--- config.mk ---
export PLATFORM = sky130hd
export DESIGN_NAME = gmca_fifo
export DESIGN_NICKNAME = d
export VERILOG_FILES = /design/src/gmca_fifo.sv
export SDC_FILE = /design/constraint.sdc
export NUM_CORES = 1
export LEC_CHECK = 0
export BUFFER_PORTS_ARGS = -buffer_cell sky130_fd_sc_hd__buf_2
export CORE_ASPECT_RATIO = 0.5
export CORE_MARGIN = 10
export CORE_UTILIZATION = 51
export CTS_CLUSTER_DIAMETER = 200
export DETAILED_ROUTE_END_ITERATION = 8
export PLACE_DENSITY_LB_ADDON = 0.08
export SLEW_MARGIN = 20
export SYNTH_ARGS = -nofsm -noshare
export SYNTH_HDL_FRONTEND = slang
export SYNTH_SLANG_ARGS = --single-unit
--- constraint.sdc ---
create_clock -name clk -period 2 [get_ports clk]
set_input_delay 0.3 -clock clk [delete_from_list [all_inputs] [get_ports clk]]
set_output_delay 0.3 -clock clk [all_outputs]
set_load 0.1 [all_outputs]
--- src/gmca_fifo.sv ---
// ----------------------------------------------------------------------------
// gmca_fifo: command queue between front and back
// Small register queue; push and pop may happen in the same cycle.
// ----------------------------------------------------------------------------
`default_nettype none

module gmca_fifo #(
  parameter int DW    = 41,
  parameter int DEPTH = 4
) (
  input  wire logic          clk,
  input  wire logic          rst_n,
  input  wire logic          push,
  input  wire logic [DW-1:0] push_data,
  input  wire logic          pop,
  output logic [DW-1:0]      pop_data,
  output logic               full,
  output logic               empty
);
  localparam int PTW = (DEPTH > 1) ? $clog2(DEPTH) : 1;
  localparam int CTW = $clog2(DEPTH + 1);

  logic [DW-1:0]  q_r [DEPTH];
  logic [PTW-1:0] wp_r, rp_r;
  logic [CTW-1:0] cnt_r;
  logic           do_push, do_pop;

  assign full     = (cnt_r == CTW'(DEPTH));
  assign empty    = (cnt_r == '0);
  assign do_push  = push && !full;
  assign do_pop   = pop && !empty;
  assign pop_data = q_r[rp_r];

  // pointers and fill level
  always_ff @(posedge clk) begin
    if (!rst_n) begin
      wp_r  <= '0;
      rp_r  <= '0;
      cnt_r <= '0;
    end else begin
      if (do_push) wp_r <= (wp_r == PTW'(DEPTH - 1)) ? '0 : wp_r + 1'b1;
      if (do_pop)  rp_r <= (rp_r == PTW'(DEPTH - 1)) ? '0 : rp_r + 1'b1;
      cnt_r <= cnt_r + CTW'(do_push) - CTW'(do_pop);
    end
  end

  always_ff @(posedge clk) begin
    if (do_push) q_r[wp_r] <= push_data;
  end

endmodule

`default_nettype wire

==> out/qor.txt, run 1 <==
Post-synth EDFFs: 164
Die height: 99.5 um
Final ANT Viol Nets: 0
R2r endpoint: cnt_r[2]
Seq pwr share: 34.9%
Pwr dens: 1610 nW/um^2
Vias per inst: 5.34
Most used flip-flop cell after synthesis: edfxtp_1
Number of synthesis warnings: 0
WL final: 11900 um
Clk Latency, worst-skew pair: 420 ps
Die width: 179 um
Slew @ Worst Pin: 489 ps
Hold Path Class: input pin to register
First-pass GRT wire length: 17900 um
CTS Buf Count: 17
Number of global-route vias before repair: 3316
Slew HR: 67.6%
Drc violations: 0
Final Cycle Share: 105%
Final setup vio count: 42
CP peak stage delay: 570 ps
Status: complete, but fails checks
Longest Clk Path Bufs: 2
Num ports: 88
Mapped Cells: 268
WL per Instance: 21.3 um
Crit path to: pop_data[10]
FMAX: 476 MHz
Die area: 17800 um^2
Critical-path cell list: buf_12 > mux4_2 > buf_12
Share of layout cells above drive strength 1: 49.4%
Root Driver: clkbuf_16
Fin nets: 432
Power Internal: 7.71 mW
Cells on worst reg2reg path: 9
Via count: 2976
Worst Path Buf+Inv: 2
Hold Buf Count CTS: 0
Cell taking the most area after synthesis: edfxtp_1
Synth-to-layout area growth: 25.6%
CP max-delay cell: mux4_2
Reg clk slew, reported paths: 70 ps
Final core utilization: 67.1%
Max_cap viols: 0
Seq/Total Area, Yosys: 79.1%
Largest delay contributor family on the critical path: multiplexers
Sw power: 5.37 mW
Gr usage total: 13.4%
Fin crit period: 2100 ps
Synth top cells by count: 164 x edfxtp_1, 40 x mux4_2, 9 x dfxtp_1
Syn avg cell area: 24.1 um^2
Worst Path Arrival: 1800 ps
Hold violation count in the final report: 0
Initial DRC count: 165
CTS tree: done
Violated checks: negative setup slack
LEAKAGE: 2.77 nW
CTS sink count: 173
Synthesized area: 6450 um^2
WS Path Type: register to output port
Htree depth: 4
Core footprint: 12100 um^2
Startpoint types: register
Count leader, synth: edfxtp_1
Maximum VDD drop: 0.000939 V
Initial antenna violation count: 1
Fin. max-slew vios: 0
Fraction of registers with async set/reset: 0%
Total power: 13.1 mW
Comb pwr share: 42.3%
Net Sw Frac: 41.1%
Crit. End Element: output port
Synthesized Nets: 321
Gpl congestion: 0.700
Cell Rows: 28
Final worst slack: -102 ps
RSZ-0062 raised after global routing: true
Port buffer count: 87
Reg2reg start: cnt_r[2]
Total stage count of the critical path: 3
Clock share of power: 22.8%
Crit-path most repeated cell: buf_12
Max FO, Critical Path: 11
Maximum number of pins on one net before global-route repair: 42
Pre-antenna DRT Iters: 4
Setup Skew: 19.2 ps
Synth unique cells: 23
R2R setup slack: -50 ps
Register bit total from synthesis: 173
Synth top area share: 76.3%
Synth top area cells: edfxtp_1 76%, mux4_2 14%, dfxtp_1 2.8%
Initial core utilization: 53.4%
Detail Placement HPWL: 7120 um
Worst path required time: 1700 ps
Worst hold slack: 91.6 ps
Total grt overflow: 0
[layer usage]
layer	up-vias	GRT usage [%]	share of wire [%]
li1	1339	-	-
met1	1552	16.0	42
met2	76	22.6	51
met3	9	4.38	6.6
met4	0	4.67	0.82
met5	-	0	0
[layout make-up]
| type | count | area [um^2] |
|---|---|---|
| sequential | 173 | 5120 |
| timing repair buffer | 104 | 955 |
| multi-input combinational | 76 | 1260 |
| clock inverter | 13 | 109 |
| inverter | 7 | 26.3 |
| fill | 813 | 3980 |
| antenna | 1 | 2.50 |
| tap | 165 | 206 |
| clock buffer | 18 | 429 |
[power by group through the flow]
stage	Clock (mW)	Combinational (mW)	Sequential (mW)
final	2.99	5.53	4.57
after global placement	0	4.81	4.59
after global routing	3.19	5.75	4.60
after detailed placement	0	4.86	4.62
after CTS	3.03	5.45	4.56
after floorplan	0	4.13	4.57
[worst min-delay path by stage]
stage / from / cells past startpoint / endpoint / slack, ps
after floorplan: push_data[0] / 0 / q_r[0][0] / 400
after global placement: wp_r[1] / 2 / wp_r[1] / 480
after detailed placement: wp_r[1] / 2 / wp_r[1] / 500
after CTS: push_data[25] / 1 / q_r[2][25] / 80
after global routing: push_data[27] / 1 / q_r[1][27] / 80
final: push_data[31] / 1 / q_r[3][31] / 90
[flip-flops by register name (all words and copies together), names as in the netlist, named ones only]
register	flops
cnt_r	3
q_r	164
rp_r	2
wp_r	2
[per-stage QoR]
| step | area [um^2] | setup slack [ps] | TNS [ps] | instances |
|---|---|---|---|---|
| detailed placement | 7180 | -167 | -167 | 520 |
| global placement | 7180 | -4.01 | -4.01 | 520 |
| global route | 8100 | -147 | -4680 | 556 |
| finish | 8110 | -102 | -2880 | 557 |
| CTS | 8010 | -122 | -3430 | 553 |
| floorplan | 6480 | -667 | -42540 | 268 |
[kinds of logic after synthesis]
group	Yosys count	synth area share (%)
flops	173	79.1
mux	43	14.7
simple gates	20	1.67
buf+inv	19	2.33
fa+ha+maj	8	1.67
compound gates	3	0.272
xor+xnor	2	0.272
[cells in the final DEF (no fill, tap or decap), types with 3 or more instances in the layout]
| master | count |
|---|---|
| and2_2 | 4 |
| clkinv_4 | 4 |
| buf_2 | 46 |
| dfxtp_2 | 3 |
| ha_1 | 5 |
| inv_6 | 5 |
| dfxtp_1 | 4 |
| inv_1 | 5 |
| and2_1 | 3 |
| clkbuf_16 | 19 |
| buf_4 | 8 |
| edfxtp_1 | 164 |
| buf_12 | 8 |
| buf_6 | 39 |
| nand2_1 | 6 |
| mux4_2 | 41 |
[what timing repair did]
action	CTS	global route
pin swaps	1	0
endpoints found under the setup margin	43	42
gates resized for setup	89	6
cloned	0	2
endpoints found under the hold margin	0	0
setup buffers	2	1
No activity file was read; power rests on OpenSTA's default activity.
==> run 2, diff against run 1 <==
CORE_ASPECT_RATIO = 1.25   (was 0.5)
CORE_MARGIN = 5   (was 10)
==> run 2 against run 1 <==
  * The flow still finishes with violations (negative setup slack)
  * Sequential power barely moved
  * Via count shrank 0.67%
  * Critical path depth is 1 higher
  * Clock skew down 9.2 ps
  * Cell count increased by 1.1%
  * Utilization shrank 2.4 points
  * Setup slack gained 13 ps
==> out/qor.txt, run 2 (same netlist as run 1, synthesis figures left out) <==
Htree depth: 4 (unchanged)
Initial core utilization: 51.4% (was 53.4%)
Die height: 136 um (was 99.5 um)
Final worst slack: -89.2 ps (was -102 ps)
Reg2reg start: cnt_r[2] (unchanged)
Fin crit period: 2090 ps (was 2100 ps)
Fin. max-slew vios: 0 (unchanged)
Via count: 2956 (was 2976)
Uppermost layer routed: met4 (unchanged)
WL final: 11100 um (was 11900 um)
R2R setup slack: -10 ps (was -50 ps)
Detail Placement HPWL: 6870 um (was 7120 um)
R2r endpoint: cnt_r[2] (unchanged)
Cell depth of the worst hold path: 1 (unchanged)
Fin nets: 435 (was 432)
Root Driver: clkbuf_16 (unchanged)
CTS tree: done (unchanged)
Slew @ Worst Pin: 489 ps (about the same)
Pre-antenna DRT Iters: 4 (unchanged)
Core footprint: 12500 um^2 (was 12100 um^2)
Largest register by flop count: q_r (unchanged)
Initial DRC count: 95 (was 165)
Hold endpoint: q_r[2][4] (was q_r[3][31])
Maximum VDD drop: 0.000992 V (was 0.000939 V)
Cells on worst reg2reg path: 10 (was 9)
CP max-delay cell: mux4_2 (unchanged)
LEAKAGE: 2.80 nW (was 2.77 nW)
Final core utilization: 64.7% (was 67.1%)
Clk Latency, worst-skew pair: 410 ps (was 420 ps)
Status: complete, but fails checks (unchanged)
Max FO, Critical Path: 6 (was 11)
DRT met1 WL: 4670 um (was 4940 um)
Max_cap viols: 0 (unchanged)
Total power: 13.0 mW (was 13.1 mW)
Vias per inst: 5.25 (was 5.34)
Synth-to-layout area growth: 25.8% (was 25.6%)
Routed met3 length: 424 um (was 777 um)
Number of global-route vias before repair: 3150 (was 3316)
Startpoint types: register (unchanged)
Drc violations: 0 (unchanged)
Reg clk slew, reported paths: 70 ps (about the same)
Hold violation count in the final report: 0 (unchanged)
Most common cell after layout, fill and taps aside: edfxtp_1 (unchanged)
Final ANT Viol Nets: 0 (unchanged)
Die area: 15000 um^2 (was 17800 um^2)
Worst Path Arrival: 1790 ps (was 1800 ps)
WL per Instance: 19.7 um (was 21.3 um)
Hold Path Class: input pin to register (unchanged)
Die width: 111 um (was 179 um)
Violated checks: negative setup slack (unchanged)
HP Start: push_data[4] (was push_data[31])
Worst path required time: 1700 ps (about the same)
Longest Clk Path Bufs: 2 (unchanged)
Gpl congestion: 0.696 (was 0.700)
RSZ-0062 raised after global routing: true (unchanged)
CTS Buf Count: 17 (unchanged)
Critical-path cell list: buf_12 > clkbuf_16 > mux4_2 > buf_6 (was buf_12 > mux4_2 > buf_12)
Crit. End Element: output port (unchanged)
Share of layout cells above drive strength 1: 48.9% (was 49.4%)
Largest register FFs: 164 (unchanged)
Setup Skew: 10.0 ps (was 19.2 ps)
Diode count: 0 (was 1)
Biggest regs: q_r: 164 flops, cnt_r: 3 flops (unchanged)
Maximum number of pins on one net before global-route repair: 32 (was 42)
Initial antenna violation count: 0 (was 1)
Total grt overflow: 0 (unchanged)
CTS sink count: 173 (unchanged)
Slew HR: 67.7% (was 67.6%)
First-pass GRT wire length: 17200 um (was 17900 um)
Num ports: 88 (unchanged)
Final setup vio count: 42 (unchanged)
CP peak stage delay: 510 ps (was 570 ps)
Most frequent cells in the layout: 164 x edfxtp_1, 46 x buf_2, 40 x mux4_2 (was 164 x edfxtp_1, 46 x buf_2, 41 x mux4_2)
FMAX: 479 MHz (was 476 MHz)
Gr usage total: 15.3% (was 13.4%)
Pwr dens: 1610 nW/um^2 (about the same)
WS Path Type: register to output port (unchanged)
Met2 Routed Length: 5900 um (was 6040 um)
Cell Rows: 46 (was 28)
Port buffer count: 87 (unchanged)
Final Cycle Share: 104% (was 105%)
[run 2: changes by cell type in the layout (fill, tap and decap cells not counted), sizes merged]
cell	before	now
buf	102	106
clkinv	5	7
inv	13	11
bufinv	0	1
clkbuf	20	19
diode	1	0
[run 2: timing repair]
action | CTS | global route
cloned | 0 | 1
pin swaps | 1 | 0
hold buffers | 0 | 0
setup buffers | 0 | 1
hold endpoints to repair | 0 | 0
gates resized for setup | 86 | 3
setup endpoints to repair | 42 | 42
[run 2: report_power, final]
part	internal [mW]	switching (mW)	total [mW]
combinational	1.68	3.80	5.48
sequential	4.41	0.135	4.55
clock	1.71	1.30	3.01
[run 2: per-stage QoR]
stage	setup WS (ps)	instance area (um^2)	cells	hold slack, ps	setup TNS, ps
2_1_floorplan	-667	6480	268	399	-42540
3_3_place_gp	-14.3	7240	529	481	-14.3
3_5_place_dp	-72.4	7240	529	499	-72.4
4_1_cts	-94.3	8060	561	82.1	-1630
5_1_grt	-147	8120	563	76.8	-3830
6_report	-89.2	8120	563	99.2	-1370
[run 2: how the worst max path moves through the flow]
stage               cells past startpoint           end  slack, ps      from
finish                                  4  pop_data[34]        -90  register
detailed placement                      9      cnt_r[2]        -70  cnt_r[1]
CTS                                     3  pop_data[29]        -90  register
global placement                        9      cnt_r[2]        -10  cnt_r[1]
global route                            3  pop_data[29]       -150  register
floorplan                              11      cnt_r[2]       -670  cnt_r[2]
[run 2: routing by layer]
metal	vias up	GRT usage [%]
li1	1341	-
met1	1541	20.1
met2	66	25.4
met4	0	5.13
met5	-	0
met3	8	3.80
[run 2: cell type report]
cell class / count / area [um^2]
clock buffer: 18 / 429
clock inverter: 14 / 116
fill: 918 / 4430
inverter: 7 / 26.3
multi-input combinational: 76 / 1240
sequential: 173 / 5110
tap: 168 / 210
timing repair buffer: 107 / 980
[run 2: worst max-delay path: cells and delay by family, from the launching register on]
family,cells,cell delay [ps]
flip-flops,1,390
buffers and inverters,3,470
multiplexers,1,510
