### src/gmca_pkg.sv
// ----------------------------------------------------------------------------
// gmca_pkg: shared types and constants for the grid map cell accumulator
// Command codes, status codes, map types, register indexes, state types and
// the cell arithmetic helpers used by the front, back and top level.
// ----------------------------------------------------------------------------
`default_nettype none

package gmca_pkg;

  // Q24.8 constants
  localparam logic [31:0] ONE_Q     = 32'd256;
  localparam logic [31:0] GRAY_Q    = 32'd32768;
  localparam logic [31:0] OCC_HIT_Q = 32'd1280;
  localparam logic [7:0]  INVALID_CLASS = 8'd19;

  // divider sizing: |(s*256 - avg)| * 256 fits in 41 bits
  localparam int DIVW = 41;
  localparam int DCW  = 6;

  // command codes
  localparam logic [1:0] FN_ADD  = 2'd0;
  localparam logic [1:0] FN_READ = 2'd1;
  localparam logic [1:0] FN_INIT = 2'd2;

  // status codes
  localparam logic [1:0] ST_DONE     = 2'd0;
  localparam logic [1:0] ST_OUTSIDE  = 2'd1;
  localparam logic [1:0] ST_BADCLASS = 2'd2;

  // map types
  localparam logic [1:0] MT_VISUAL   = 2'd0;
  localparam logic [1:0] MT_REFL     = 2'd1;
  localparam logic [1:0] MT_SEMANTIC = 2'd2;
  localparam logic [1:0] MT_OCC      = 2'd3;

  typedef enum logic [2:0] {
    RA_MAP_TYPE, RA_ORIGIN_X, RA_ORIGIN_Y, RA_CPM,
    RA_WIDTH, RA_HEIGHT, RA_CLASSES, RA_SPARE
  } reg_idx_t;

  // cell location settings used by the front
  typedef struct packed {
    logic [31:0] origin_x;
    logic [31:0] origin_y;
    logic [15:0] cells_per_meter;
    logic [7:0]  width_cells;
    logic [7:0]  height_cells;
  } loc_cfg_t;

  // map settings used by the back
  typedef struct packed {
    logic [1:0] mtype;
    logic [4:0] num_classes;
  } map_cfg_t;

  typedef enum logic [1:0] {F_IDLE, F_MUL, F_CLS} front_st_t;

  typedef enum logic [3:0] {
    B_CLR, B_IDLE, B_DISP, B_FILL, B_UNK, B_RDA, B_RDO, B_SKIP,
    B_CRD, B_CLAT, B_ARD, B_ACALC, B_ADIV, B_ORD, B_OWR, B_WR
  } back_st_t;

  typedef enum logic {D_IDLE, D_RUN} div_st_t;

  // saturating add of two Q24.8 words
  function automatic logic [31:0] sat_add(input logic [31:0] a, input logic [31:0] b);
    logic [32:0] s;
    s = {1'b0, a} + {1'b0, b};
    return s[32] ? 32'hFFFF_FFFF : s[31:0];
  endfunction

  // value of field k of an unobserved cell
  function automatic logic [31:0] unknown_of(input logic [1:0] mt, input logic [4:0] n,
                                             input logic [6:0] k);
    logic [31:0] v;
    v = '0;
    case (mt)
      MT_VISUAL:   v = (k == 7'd3) ? ONE_Q : GRAY_Q;
      MT_REFL:     v = (k == 7'd1) ? ONE_Q : GRAY_Q;
      MT_SEMANTIC: begin
        if (k < {2'b0, n}) v = ONE_Q;
        else if (k == {2'b0, n}) v = {19'b0, n, 8'h00};
        else v = '0;
      end
      default:     v = (k == 7'd0) ? ONE_Q : 32'd512;
    endcase
    return v;
  endfunction

endpackage

`default_nettype wire

### src/gmca_front.sv
// ----------------------------------------------------------------------------
// gmca_front: command intake and cell location
// Latches a command, scales the offsets to cells and queues it with the cell
// number and an in-tile flag.
// ----------------------------------------------------------------------------
`default_nettype none

module gmca_front #(
  parameter int TILE_SIDE = 128,
  parameter int CW        = 14,
  parameter int QW        = 41
) (
  input  wire logic               clk,
  input  wire logic               rst_n,
  input  wire logic               accept,
  input  wire logic [1:0]         func,
  input  wire logic [31:0]        x_coord,
  input  wire logic [31:0]        y_coord,
  input  wire logic [7:0]         sample_r,
  input  wire logic [7:0]         sample_g,
  input  wire logic [7:0]         sample_b,
  input  wire gmca_pkg::loc_cfg_t loc_cfg,
  input  wire logic               q_full,
  output logic                    q_push,
  output logic [QW-1:0]           q_data,
  output logic                    f_busy
);
  import gmca_pkg::*;

  localparam int PW = $clog2(TILE_SIDE);

  front_st_t          st_r, st_nxt;
  logic [1:0]         func_r;
  logic [31:0]        x_r, y_r;
  logic [7:0]         r_r, g_r, b_r;
  logic signed [49:0] px_prod_r, py_prod_r;
  logic signed [32:0] dx, dy;
  logic [PW:0]        ax, ay;
  logic [CW-1:0]      cell_num;
  logic               in_tile;

  // clamp the tile extent and test one axis; msb is the in-range flag
  function automatic logic [PW:0] axis_cell(input logic signed [49:0] p,
                                            input logic [7:0] lim8);
    logic [15:0] lim;
    logic [33:0] q;
    logic        ok;
    lim = ({8'b0, lim8} > 16'(TILE_SIDE)) ? 16'(TILE_SIDE) : {8'b0, lim8};
    q   = p[49:16];
    if (p[49]) begin
      // small negative offsets truncate to cell zero
      ok = (&p[49:16]) && (|p[15:0]);
      return {ok, {PW{1'b0}}};
    end
    ok = (q < {18'b0, lim});
    return {ok, q[PW-1:0]};
  endfunction

  assign dx = $signed({x_r[31], x_r}) - $signed({loc_cfg.origin_x[31], loc_cfg.origin_x});
  assign dy = $signed({y_r[31], y_r}) - $signed({loc_cfg.origin_y[31], loc_cfg.origin_y});

  always_comb begin
    ax       = axis_cell(px_prod_r, loc_cfg.width_cells);
    ay       = axis_cell(py_prod_r, loc_cfg.height_cells);
    in_tile  = ax[PW] && ay[PW];
    cell_num = CW'(ay[PW-1:0]) * CW'(TILE_SIDE) + CW'(ax[PW-1:0]);
  end

  // intake sequencer
  always_comb begin
    st_nxt = st_r;
    q_push = 1'b0;
    case (st_r)
      F_IDLE: if (accept) st_nxt = F_MUL;
      F_MUL:  st_nxt = F_CLS;
      F_CLS: begin
        if (!q_full) begin
          q_push = 1'b1;
          st_nxt = F_IDLE;
        end
      end
      default: st_nxt = F_IDLE;
    endcase
  end

  assign q_data = {func_r, in_tile, cell_num, r_r, g_r, b_r};
  assign f_busy = (st_r != F_IDLE);

  always_ff @(posedge clk) begin
    if (!rst_n) st_r <= F_IDLE;
    else        st_r <= st_nxt;
  end

  // command capture and offset scaling
  always_ff @(posedge clk) begin
    if (st_r == F_IDLE && accept) begin
      func_r <= func;
      x_r    <= x_coord;
      y_r    <= y_coord;
      r_r    <= sample_r;
      g_r    <= sample_g;
      b_r    <= sample_b;
    end
    if (st_r == F_MUL) begin
      px_prod_r <= 50'(dx * $signed({1'b0, loc_cfg.cells_per_meter}));
      py_prod_r <= 50'(dy * $signed({1'b0, loc_cfg.cells_per_meter}));
    end
  end

endmodule

`default_nettype wire

### config.mk
export PLATFORM = sky130hd
export DESIGN_NAME = gmca_front
export DESIGN_NICKNAME = d
export VERILOG_FILES = /design/src/gmca_pkg.sv /design/src/gmca_front.sv
export SDC_FILE = /design/constraint.sdc
export NUM_CORES = 2
export LEC_CHECK = 0
export ABC_CLOCK_PERIOD_IN_PS = 14600
export CAP_MARGIN = 20
export CORE_UTILIZATION = 45
export DETAILED_ROUTE_END_ITERATION = 10
export DONT_BUFFER_PORTS = 1
export GPL_TIMING_DRIVEN = 0
export PLACE_DENSITY = 0.58
export SYNTH_ARGS = -nofsm -noshare
export SYNTH_HDL_FRONTEND = slang
export SYNTH_SLANG_ARGS = --single-unit
### constraint.sdc
create_clock -name clk -period 14.6 [get_ports clk]
set_clock_uncertainty 0.15 [all_clocks]
set_input_delay 3.65 -clock clk [delete_from_list [all_inputs] [get_ports clk]]
set_output_delay 3.65 -clock clk [all_outputs]
set_load 0.01 [all_outputs]
==> flow_summary_export.csv <==
group,metric,value,unit
timing,worstMarginPinSlew,1.20,ns
synth,yosysSeqAreaShare,12.1,%
setup_path,r2r_slack,3.16,ns
global_routing,antenna_found_initial,25,
detailed_routing,drc,0,
synth,ys_warn_count,0,
cts,cts_setup_buffers,0,
detailed_routing,via_per_inst,5.34,
synth,syn_avg_cell_area,9.19,um^2
finish,design_area,0.0501,mm^2
worst_hold_path,hold_start,"st_r[0]$_SDFFE_PN0P_",
detailed_routing,routedWlPerCell,22.5,um
floorplan,rows,118,
setup_path,cp.required,14.70,ns
detailed_routing,drt_first_pass_iters,6,
cts,clock-sinks,192,
cts,htreeDepth,4,
floorplan,start_util,45.6,%
finish,fin_cells,6596,
setup_path,cp-end-kind,"register",
cts,ctsLongestPathBuffers,2,
finish,areaGrowthSynthToFinish,5.78,%
timing,fin_crit_sh,97.2,%
cts,cts_tree,"done",
timing,max_freq,0.0705,GHz
finish,nets,6710,
synth,ys_ff_latch,192,
cts,cts_made_buffers,17,
setup_path,r2r_cells,34,
global_routing,grt_pass1_vias,36500,
cts,cts.clk_slew.worst_paths,0.10,ns
timing,grt_setup_unrepaired,"no",
detailed_routing,num_vias,35200,
timing,setup_viol,0,
floorplan,die_y,326,um
detailed_routing,drt_iter0_markers,2898,
setup_path,crit_fanout,10,
setup_path,crit_type,"in -> reg",
setup_path,crit_start,"loc_cfg[32]",
setup_path,r2r_end,"py_prod_r[49]$_DFFE_PN_",
cts,cts_root_buf,"clkbuf_16",
place,post-dp-hpwl,125000,um
synth,synth-edff-count,190,
detailed_routing,ant_nets,0,
setup_path,cp-endpoint,"py_prod_r[49]$_DFFE_PN_",
place,dp_cells,6551,
floorplan,core_area,0.104,mm^2
detailed_routing,finalWirelength,148000,um
finish,fillers,10100,
synth,synth_area,0.0474,mm^2
timing,maxSlewHeadroom,20.1,%
synth,synth_cell_types,80,
synth,synthesis.instances,5153,
floorplan,dieArea,0.107,mm^2
synth,synth_top_area_share,42.6,%
place,port_buffers,0,
timing,hold_viol,0,
place,placed_area,0.0493,mm^2
place,routabilityCongestion,0.987,
global_routing,grt_remaining_overflow,0,
worst_hold_path,hold_class,"reg -> reg",
synth,async_flop_share,0,%
floorplan,ioPinCount,233,
setup_path,arrival,14.29,ns
global_routing,grt_pass1_wl,226000,um
setup_path,crit_path_start_kind,"input pin",
setup_path,slowest_delay,0.63,ns
setup_path,cp_slowest_cell,"clkbuf_1",
synth,synth_area_leaders,"fa_1 (43%), edfxtp_1 (12%), inv_1 (9.9%)",
synth,ys.flop_type,"edfxtp_1",
finish,drive_gt1_share,2.13,%
synth,synth_area_leader_cell,"fa_1",
synth,synth_nets,6667,
flow_run,maxCapViolCount,0,
global_routing,grt_max_degree,35,
cts,clk_latency,0.57,ns
floorplan,fp.dieW,326,um
run_status,status,"finished, final reports clean",
finish,final-seq-area,0.00575,mm^2
setup_path,timing.rr.start,"y_r[0]$_DFFE_PP_",
global_routing,grt_usage,28.8,%
finish,multi_input_area,0.0361,mm^2
timing,slew_violations,0,
setup_path,crit_top_cell,"fa_1",
timing,period_minus_slack,14.19,ns
stage by stage:
stage | setup slack [ns] | setup TNS (ns) | utilization, % | hold WS [ns]
final | 0.410 | 0 | 48.2 | 0.534
after global routing | 0.0167 | 0 | 48.2 | 0.574
after CTS | 0.412 | 0 | 48.1 | 0.544
after detailed placement | -0.152 | -0.152 | 47.5 | 0.506
after global placement | -0.812 | -1.78 | 47.2 | 0.475
after floorplan | 2.85 | 0 | - | 0.445
cell families (layout without fill, tap and decap cells):
kind of cell,after synthesis,in the layout,share of synthesized area (%)
adders and majority gates,1324,1324,51.0
muxes,1,1,0.0211
AOI/OAI and AO/OA,482,482,6.68
DFF,192,192,12.1
buffers and inverters,1463,1519,11.7
and+or+nand+nor,1540,1540,15.7
other,0,7,0
xor gates and xnor gates,151,151,2.84
routing by layer:
metal	up-vias	global-route usage, %	routed length (um)	part of all wire, %
li1	15600	-	-	-
met1	18000	38.7	61300	41
met2	1375	45.2	68200	46
met3	234	7.32	13900	9.4
met4	16	9.85	4830	3.3
met5	-	0	105	0.071
sequential cells by signal (all words and copies together), names as in the netlist:
register,count
x_r,32
px_prod_r,50
g_r,8
b_r,8
py_prod_r,50
r_r,8
st_r,2
func_r,2
y_r,32
cells in the mapped netlist (all sizes together), types with 3 or more instances:
cell / n
o211a: 13
o211ai: 18
a221oi: 3
a21oi: 147
or3: 10
o21bai: 14
nand3: 30
inv: 1254
nor2b: 100
and4: 4
a21o: 84
a31oi: 12
o31a: 8
a211oi: 10
a21boi: 4
nor2: 82
a22oi: 3
nand4: 52
nand3b: 3
and3: 16
o311ai: 5
a311oi: 4
o21ai: 98
and2: 358
buf: 22
nor3: 25
a2111oi: 4
or2: 7
nor4: 24
o31ai: 11
a41oi: 3
clkbuf: 187
xor2: 37
o21a: 20
xnor2: 114
nand2: 783
fa: 1008
o41ai: 3
o2111ai: 4
ha: 316
edfxtp: 190
nand2b: 40
worst max-delay path: cells and delay by family:
kind | cells | cell delay, ns
AND/OR/NAND/NOR | 7 | 1.41
XOR/XNOR | 2 | 1.08
AO/OA/AOI/OAI | 10 | 3.13
buffers and inverters | 5 | 1.04
adder cells (fa/ha/maj) | 9 | 3.92
layout make-up:
type / count / share of cell area (%)
Clock buffer: 17 / 0.849
Multi-Input combinational cell: 3498 / 72.1
Inverter: 1254 / 9.40
Buffer: 209 / 1.64
Antenna cell: 7 / 0.0350
Clock inverter: 15 / 0.450
Sequential cell: 192 / 11.5
Tap cell: 1380 / 3.45
Timing Repair Buffer: 24 / 0.580
layout by cell type, fill, tap and decap left out, types with 5 or more instances in the layout:
| cell type | instances |
|---|---|
| a211oi_1 | 7 |
| a21oi_1 | 146 |
| nand4_1 | 52 |
| nand3_1 | 30 |
| o211a_1 | 13 |
| o21a_1 | 20 |
| xnor2_2 | 5 |
| xor2_1 | 37 |
| a21o_1 | 84 |
| buf_4 | 11 |
| o211ai_1 | 17 |
| nor2_1 | 81 |
| o31a_1 | 7 |
| diode_2 | 7 |
| o21ai_1 | 9 |
| and3_1 | 16 |
| xnor2_1 | 109 |
| o21ai_0 | 89 |
| nand2_1 | 783 |
| o21bai_1 | 14 |
| fa_1 | 1008 |
| or3_1 | 10 |
| clkbuf_16 | 17 |
| ha_1 | 316 |
| buf_2 | 18 |
| o31ai_1 | 9 |
| buf_6 | 5 |
| clkbuf_1 | 186 |
| nor3_1 | 24 |
| inv_1 | 1254 |
| nor4_1 | 24 |
| nand2b_1 | 40 |
| nor2b_1 | 99 |
| a31oi_1 | 11 |
| or2_2 | 7 |
| and2_1 | 358 |
| edfxtp_1 | 190 |
| buf_12 | 6 |
how the worst min path moves through the flow:
stage	end	slack, ns	cells after the start
final	st_r[1]$_SDFFE_PN0P_	0.53	2
after global routing	st_r[1]$_SDFFE_PN0P_	0.57	2
after CTS	st_r[1]$_SDFFE_PN0P_	0.54	2
after detailed placement	st_r[1]$_SDFFE_PN0P_	0.51	2
after global placement	st_r[1]$_SDFFE_PN0P_	0.47	2
after floorplan	st_r[1]$_SDFFE_PN0P_	0.45	2
what timing repair did:
item | in CTS | in global routing
hold endpoints to repair | 0 | 0
endpoints found under the setup margin | 0 | 1
hold buffers | 0 | 0
gates resized for setup | 0 | 5
Power is left out: the tool's default activity adds up to more than one toggle a clock period on the data nets, which glitch-free logic cannot reach.
